[config.mk]
export PLATFORM = sky130hd
export DESIGN_NAME = lehmer_code_to_permutation
export DESIGN_NICKNAME = d
export VERILOG_FILES = /design/src/lctp_pkg.sv /design/src/lehmer_code_to_permutation.sv
export SDC_FILE = /design/constraint.sdc
export NUM_CORES = 1
export LEC_CHECK = 0
export BUFFER_PORTS_ARGS = -buffer_cell sky130_fd_sc_hd__buf_2
export CAP_MARGIN = 20
export CORE_MARGIN = 2
export CORE_UTILIZATION = 40
export DETAILED_ROUTE_END_ITERATION = 16
export PLACE_DENSITY = 0.7
export SETUP_SLACK_MARGIN = 0.05
export SYNTH_ARGS = -nofsm -noshare
export SYNTH_HDL_FRONTEND = slang
export SYNTH_SLANG_ARGS = --single-unit
[constraint.sdc]
create_clock -name clk_i -period 4.8 [get_ports clk_i]
set_input_delay 0.24 -clock clk_i [delete_from_list [all_inputs] [get_ports clk_i]]
set_output_delay 0.24 -clock clk_i [all_outputs]
set_load 0.005 [all_outputs]
[src/lctp_pkg.sv]
// Package for the Lehmer code to permutation decoder.
// Field widths, register reset value and size limits; no dependencies.
package lctp_pkg;

  localparam int unsigned DigitW       = 6;
  localparam int unsigned ElemW        = 6;
  localparam int unsigned LenW         = 7;
  // element field and used mask hold at most this many elements
  localparam int unsigned ElemCap      = 64;
  localparam int unsigned MaxNDefault  = 64;
  localparam logic [LenW-1:0] PermLenReset = 7'd64;

  typedef logic [DigitW-1:0] digit_t;
  typedef logic [ElemW-1:0]  elem_t;
  typedef logic [LenW-1:0]   len_t;

endpackage

[src/lehmer_code_to_permutation.sv]
// Lehmer code (inversion vector) to permutation decoder, top level.
// Scans the used mask one element per cycle under a small sequencer.
// Depends on lctp_pkg.
//
//   channel   direction  handshake                 payload
//   in        input      in_valid_i / in_ready_o   digit_i
//   out       output     out_valid_o / out_ready_i element_o, is_last_o
//   cfg       input      cfg_we_i                  cfg_wdata_i (perm_length)
//
// A digit is accepted, then the used mask is scanned one element per cycle up to the
// picked free element, and that element is loaded into the output register once the
// register is free. The last digit of a vector scans a second time for the remaining
// element.
// in_ready_o is high only while the sequencer is idle; a result waiting in the
// output register does not hold off the next digit, only the next load.
// Reset clears the mask and position; perm_length resets to 64, clamped to MAX_N.
// A write to perm_length also drops any partly decoded vector.
module lehmer_code_to_permutation #(
  parameter int unsigned MAX_N = lctp_pkg::MaxNDefault
) (
  input  logic             clk_i,
  input  logic             rst_ni,
  input  logic             in_valid_i,
  output logic             in_ready_o,
  input  lctp_pkg::digit_t digit_i,
  output logic             out_valid_o,
  input  logic             out_ready_i,
  output lctp_pkg::elem_t  element_o,
  output logic             is_last_o,
  input  logic             cfg_we_i,
  input  lctp_pkg::len_t   cfg_wdata_i
);
  import lctp_pkg::*;

  localparam int unsigned NMax = (MAX_N < ElemCap) ? MAX_N : ElemCap;
  localparam int unsigned IdxW = (NMax > 1) ? $clog2(NMax) : 1;
  localparam int unsigned CntW = $clog2(NMax + 1);

  typedef enum logic [1:0] {StIdle, StScan, StEmit} state_e;

  function automatic logic [CntW-1:0] eff_len(input len_t v);
    logic [CntW-1:0] n;
    if (v < len_t'(2)) n = CntW'(2);
    else if (v > len_t'(NMax)) n = CntW'(NMax);
    else n = CntW'(v);
    return n;
  endfunction

  state_e            state_q, state_d;
  logic [CntW-1:0]   n_q, n_d;
  logic [NMax-1:0]   used_q, used_d;
  logic [IdxW-1:0]   pos_q, pos_d;
  logic [IdxW-1:0]   scan_q, scan_d;
  logic [IdxW-1:0]   rank_q, rank_d;
  logic              second_q, second_d;
  logic [IdxW-1:0]   hit_q, hit_d;
  logic              out_valid_q, out_valid_d;
  elem_t             out_elem_q, out_elem_d;
  logic              out_last_q, out_last_d;

  logic [IdxW-1:0]   n_m1;
  logic              in_xfer, slot_free, is_free, found;
  logic [IdxW-1:0]   pos_start;
  logic [7:0]        free_cnt, rank_wide;

  assign n_m1      = IdxW'(n_q - CntW'(1));
  assign in_xfer   = in_valid_i && in_ready_o;
  assign slot_free = !out_valid_q || out_ready_i;
  assign is_free   = !used_q[scan_q];
  assign found     = (is_free && (rank_q == '0)) || (scan_q == n_m1);

  // clamp the digit to the number of free elements minus one
  always_comb begin
    pos_start = (pos_q >= n_m1) ? '0 : pos_q;
    free_cnt  = 8'(n_q) - 8'(pos_start);
    rank_wide = 8'(digit_i);
    if (rank_wide >= free_cnt) rank_wide = free_cnt - 8'd1;
  end

  always_comb begin
    state_d     = state_q;
    n_d         = n_q;
    used_d      = used_q;
    pos_d       = pos_q;
    scan_d      = scan_q;
    rank_d      = rank_q;
    second_d    = second_q;
    hit_d       = hit_q;
    out_valid_d = out_valid_q && !out_ready_i;
    out_elem_d  = out_elem_q;
    out_last_d  = out_last_q;

    unique case (state_q)
      StIdle: begin
        if (in_xfer) begin
          if (pos_q >= n_m1) used_d = '0;
          pos_d    = pos_start;
          scan_d   = '0;
          rank_d   = IdxW'(rank_wide);
          second_d = 1'b0;
          state_d  = StScan;
        end
      end
      StScan: begin
        if (found) begin
          hit_d          = scan_q;
          used_d[scan_q] = 1'b1;
          if (!second_q) pos_d = pos_q + IdxW'(1);
          state_d = StEmit;
        end else begin
          if (is_free) rank_d = rank_q - IdxW'(1);
          scan_d = scan_q + IdxW'(1);
        end
      end
      StEmit: begin
        if (slot_free) begin
          out_valid_d = 1'b1;
          out_elem_d  = ElemW'(hit_q);
          out_last_d  = second_q;
          if (second_q) begin
            used_d  = '0;
            pos_d   = '0;
            state_d = StIdle;
          end else if (pos_q == n_m1) begin
            // one element left: find it with a rank-zero scan
            second_d = 1'b1;
            scan_d   = '0;
            rank_d   = '0;
            state_d  = StScan;
          end else begin
            state_d = StIdle;
          end
        end
      end
      default: state_d = StIdle;
    endcase

    if (cfg_we_i) begin
      n_d    = eff_len(cfg_wdata_i);
      used_d = '0;
      pos_d  = '0;
    end
  end

  always_ff @(posedge clk_i or negedge rst_ni) begin
    if (!rst_ni) begin
      state_q     <= StIdle;
      n_q         <= eff_len(PermLenReset);
      used_q      <= '0;
      pos_q       <= '0;
      second_q    <= 1'b0;
      out_valid_q <= 1'b0;
    end else begin
      state_q     <= state_d;
      n_q         <= n_d;
      used_q      <= used_d;
      pos_q       <= pos_d;
      second_q    <= second_d;
      out_valid_q <= out_valid_d;
    end
  end

  always_ff @(posedge clk_i) begin
    scan_q     <= scan_d;
    rank_q     <= rank_d;
    hit_q      <= hit_d;
    out_elem_q <= out_elem_d;
    out_last_q <= out_last_d;
  end

  assign in_ready_o  = (state_q == StIdle);
  assign out_valid_o = out_valid_q;
  assign element_o   = out_elem_q;
  assign is_last_o   = out_last_q;

  // position never reaches the vector length
  a_pos_range: assert property (@(posedge clk_i) disable iff (!rst_ni)
    pos_q < IdxW'(n_q) || n_q == CntW'(NMax))
    else $error("position out of range");

  // loading the last entry clears the vector state
  a_last_clears: assert property (@(posedge clk_i) disable iff (!rst_ni)
    (state_q == StEmit && slot_free && second_q) |=> (used_q == '0 && pos_q == '0))
    else $error("vector state not cleared after last entry");

  // a digit transfer starts a scan, so the block is busy next cycle
  a_busy_after_xfer: assert property (@(posedge clk_i) disable iff (!rst_ni)
    in_xfer |=> !in_ready_o)
    else $error("ready after digit transfer");

endmodule
; ---- Word level (Yosys, flattened, before mapping)
; Cells that the tools add are included.
[classes]
n_reduce_logical = 22
mux = 45
n_eq_ne = 17
add_sub_neg = 6
magnitude_cmp = 6
bitwise_logic = 1
[op_table]
columns = op, count
row1 = $mux 64, 6
row2 = $pmux 64 s3, 1
row3 = $mux 6, 16
row4 = $or 64x64->64, 1
row5 = $pmux 6 s3, 3
row6 = $reduce_and 6->1, 3
row7 = $sub 6x1->6 const B, 3
row8 = $mux 7, 2
row9 = $add 6x1->6 const B, 2
row10 = $eq 6x6->1, 2
row11 = $ne 2x2->1 const B, 6
row12 = $ne 3x3->1 const B, 4
row13 = $mux 1, 10
row14 = $ge 6x8->1, 1
row15 = $sub 7x6->8, 1
row16 = $gt 7x7->1 const B, 1
row17 = $lt 6x7->1 const B, 1
row18 = $lt 7x2->1 const B, 1
row19 = $reduce_and 7->1, 1
row20 = $bmux 1 s6, 1
row21 = $demux 1 s6, 1
row22 = $ge 6x1->1 const B, 1
row23 = $ge 6x6->1, 1
row24 = $logic_not 6->1, 1
row25 = other kinds (16), 27
[totals]
reg_bits = 106
in_bits = 18
word_cells = 108
output_inout_bits = 9

; ---- Logic depth before layout (Yosys ltp)
[depth]
ltp_word = 8
ltp_mapped = 21
mapped_depth_nobuf = 21

; ---- Worst setup path before layout
; OpenSTA, ideal clock, no wires.
[synth_timing]
kind = reg2reg
from = reg n_q[0]
to = reg rank_q[3], data pin
path_stages_with_launch = 22
path_slack_ps = 308
arrival_time_ps = 4226
t_required_ps = 4534
period_less_slack_ps = 4492
setup_ps = 266
path_cell_list = dfrtp_1 inv_1 ha_1 nor3b_1 xnor2_1 ha_1 o21ai_0 a21oi_1 nor3_1 nand2_1 ha_1 nor2b_1 o21ai_0 a21oi_1 o21ai_0 o2bb2ai_1 ha_1 a21oi_1 o21ai_0 nand2_1 mux2i_1 o22ai_1
[synth_via]
elab_chain_len = 8
word_cells_on_any_way = 9
[synth_lines]
columns = item, line
row1 = "start, declared", lehmer_code_to_permutation.sv:50  ; logic [CntW-1:0] n_q, n_d;
row2 = "start signal, assigned", lehmer_code_to_permutation.sv:148  ; n_q <= eff_len(PermLenReset);
row3 = "start signal, assigned", lehmer_code_to_permutation.sv:155  ; n_q <= n_d;
row4 = $sub 6x1->6, lehmer_code_to_permutation.sv:66  ; assign n_m1 = IdxW'(n_q - CntW'(1));
row5 = $ge 6x6->1, lehmer_code_to_permutation.sv:74  ; pos_start = (pos_q >= n_m1) ? '0 : pos_q;
row6 = $mux 6, lehmer_code_to_permutation.sv:74
row7 = $sub 7x6->8 (*), lehmer_code_to_permutation.sv:75  ; free_cnt = 8'(n_q) - 8'(pos_start);
row8 = $ge 6x8->1 or $sub 6x1->6 (tied branches), lehmer_code_to_permutation.sv:77  ; if (rank_wide >= free_cnt) rank_wide = free_cnt - 8'd1;
row9 = $mux 6 (*), lehmer_code_to_permutation.sv:77
row10 = $mux 6 (*), lehmer_code_to_permutation.sv:95  ; if (in_xfer) begin
row11 = $pmux 6 s3 (*), lehmer_code_to_permutation.sv:93  ; unique case (state_q)
row12 = named net rank_d[3], lehmer_code_to_permutation.sv:54  ; logic [IdxW-1:0] rank_q, rank_d;
row13 = "end signal, assigned", lehmer_code_to_permutation.sv:165  ; rank_q <= rank_d;
row14 = "end, declared", lehmer_code_to_permutation.sv:54
; Mark *: on every way through the listed nets, which the timed path passes. The rest lies on a longest branch. The select of a mux whose other input is x is not followed.
; A chain may end at the register's enable or synchronous reset.

; ---- Worst setup path after layout
[layout_timing]
from = reg n_q[2]
to = reg rank_q[3], data pin
; The elaborated chain is that of the path after synthesis.

==> qor.csv <==
metric,value,unit
outcome,"complete, no violations",
final-hold-violation-count,0,
rr_startpoint,n_q[2],
core,0.0146,sq mm
viasPerCell,5.89,
drive_gt1_share,14.6,%
syn_area_per_cell,10.7,sq um
cts_root_buf,clkbuf_16,
multi_input_area,0.00299,sq mm
max-slew-margin-rel,44.4,%
reg2reg_depth,17,
tightestPinTransition,0.828,ns
wl,13.6,mm
synth_seq_area_share,46.5,%
clock_latency,0.36,ns
cts_inserted_buffers,9,
critPathLaunchType,flop,
first_iter_violations,426,
clock-sinks,106,
path_clk_slew,0.07,ns
antenna_left,0,
p_switching,1.33,mW
reg2reg_to,rank_q[3],
intPower,1.98,mW
ys.flop_type,dfrtp_1,
setup_violations,0,
final_cell_area,0.00663,sq mm
antenna_found_initial,0,
io_pins,27,
layout_common_cells,"dfrtp_1 (80), nand2_1 (51), a22o_1 (41)",
nNetsFinal,620,
cts_max_path_buffers,2,
worst-path-max-fanout,7,
die_h,126,um
antennaDiodeCount,0,
p_comb_share,40.5,%
port_buffers,26,
seq_power_share,36.3,%
final_common_cell,dfrtp_1,
crit_start,n_q[2],
period_share,93.6,%
cp-end-kind,flop,
dieArea,0.0159,sq mm
place_congestion,0.921,
gr-total-overflow,0,
skew,0.0134,ns
grt_pass1_vias,4523,
area_delta_synth_final,10.9,%
swShare,40.2,%
ir_drop,240,uV
crit_arrival,4.58,ns
finalSetupTns,0,ns
syn_nets,606,
ys_ff_latch,106,
dp_hpwl,9.35,mm
yosysWarnings,0,
grt_usage,17.5,%
drv_cap,0,
worstHoldPathType,primary input to flop,
crit_path_end,rank_q[3],
fp.dieW,126,um
clockPowerShare,23.2,%
drtPass1Iterations,5,
syn_inst,558,
drc,0,
rsz0062_at_grt,no,
via_count,4482,
p_per_area,498,mW/mm^2
criticalPathCategory,flop to flop,
async_reset_ff_share,76.4,%
core.rowCount,44,
finalPower,3.30,mW
min_from,in_valid_i,
grt_pass1_wl,22.7,mm
cts_max_level,3,
cts_tree,built,
post_cts_buffers,0,
p_leak,2.81,nW
syn_area,0.00598,sq mm
start_util,41.0,%
fmax,0.223,GHz
stdcell_count,761,
r2r_slack,0.31,ns
dp.cells,743,
final.fill_count,1308,
slew_viol_final,0,
regArea,0.00278,sq mm
grt_max_degree,82,
synth-edff-count,25,
wire_per_inst,17.9,um
ys_types,63,
post-route-min-period,4.49,ns
place_area,0.00625,sq mm
required,4.89,ns
==> worst max-delay path, stage by stage, from the launching register on <==
cell     delay [ns]
dfrtp_1        0.46
nor3_1         0.32
nor3b_2        0.31
xnor2_1        0.11
ha_1           0.30
nand2_1        0.07
nor2_1         0.32
nor4_2         0.09
ha_1           0.22
fa_1           0.41
xor2_1         0.37
ha_1           0.31
a21o_1         0.15
a21oi_1        0.15
o21ai_1        0.11
nand2_2        0.17
mux2i_1        0.23
o22ai_1        0.11
==> power groups by stage <==
stage	Combinational [mW]	Sequential [mW]	Clock, mW
floorplan	1.04	1.14	0
global placement	1.27	1.21	0
detailed placement	1.30	1.21	0
CTS	1.31	1.19	0.778
global route	1.47	1.21	0.818
finish	1.34	1.20	0.768
==> worst min path at each step <==
stage / endpoint / slack, ns / depth (start not counted)
3_5_place_dp: element_o[1] / 0.41 / 0
2_1_floorplan: n_q[0] / -0.06 / 0
4_1_cts: used_q[10] / 0.1 / 1
5_1_grt: second_q / 0.11 / 2
6_report: second_q / 0.11 / 2
3_3_place_gp: element_o[4] / 0.40 / 0
==> synth_stat cells (5+ instances only) <==
master,count,area [sq um]
dfrtp_1,80,2000
nand2_1,52,195
a22o_1,41,359
mux2i_1,30,300
ha_1,29,363
edfxtp_1,25,751
inv_1,24,90.1
nor2_1,20,75.1
nand3_1,19,95.1
clkbuf_1,17,63.8
o21ai_1,15,75.1
xnor2_1,13,114
a21oi_1,12,60.1
nor2b_1,12,75.1
o21ai_2,12,105
o21ai_0,11,55.1
nand2b_1,10,62.6
nor3_1,9,45.0
xor2_1,8,70.1
o22ai_1,7,43.8
buf_2,6,30.0
nand3b_1,6,45.0
o21a_1,6,45.0
a31oi_1,5,31.3
o2bb2ai_1,5,43.8
or4_1,5,37.5
==> cells by family after synthesis <==
family / share of synthesized area [%]
flip-flops: 46.5
adder cells (fa/ha/maj): 6.40
multiplexers: 6.53
AO/OA/AOI/OAI: 18.6
AND/OR/NAND/NOR: 14.4
XOR/XNOR: 3.45
buffers and inverters: 4.21
==> state kept, by name (all words and copies together), names as in the netlist, 2 cells and up <==
register,count
element_o,6
hit_q,6
n_q,7
pos_q,6
rank_q,6
scan_q,6
state_q,2
used_q,64
==> per-stage QoR <==
stage	hold slack (ns)	utilization [%]	worst slack (ns)
floorplan	-0.0556	-	0.308
global placement	0.400	42.8	0.367
detailed placement	0.408	42.8	0.139
CTS	0.0992	44.9	0.102
global route	0.108	45.4	0.0271
finish	0.113	45.4	0.309
==> repair_timing <==
| item | CTS | global route |
|---|---|---|
| hold endpoints to repair | 0 | 7 |
| resized for setup | 0 | 11 |
| endpoints found under the setup margin | 0 | 6 |
| hold buffers | 0 | 1 |
==> area by class of cell <==
type                    count  area share, %
multi-input cells         397           45.1
flip-flops and latches    106           41.9
clock buffers              10           3.60
well taps                 184           3.47
repair buffers             34           3.43
inverters                  24           1.36
clock inverters             6           1.09
==> layer usage <==
layer / global-route usage (%) / share of wire (%) / vias to the layer above
met1: 24.4 / 46 / 2218
met3: 2.89 / 5.3 / 36
met5: 0 / 0 / -
met2: 27.3 / 46 / 136
met4: 6.66 / 2.9 / 0
li1: - / - / 2092
No activity file was read; power rests on OpenSTA's default activity.
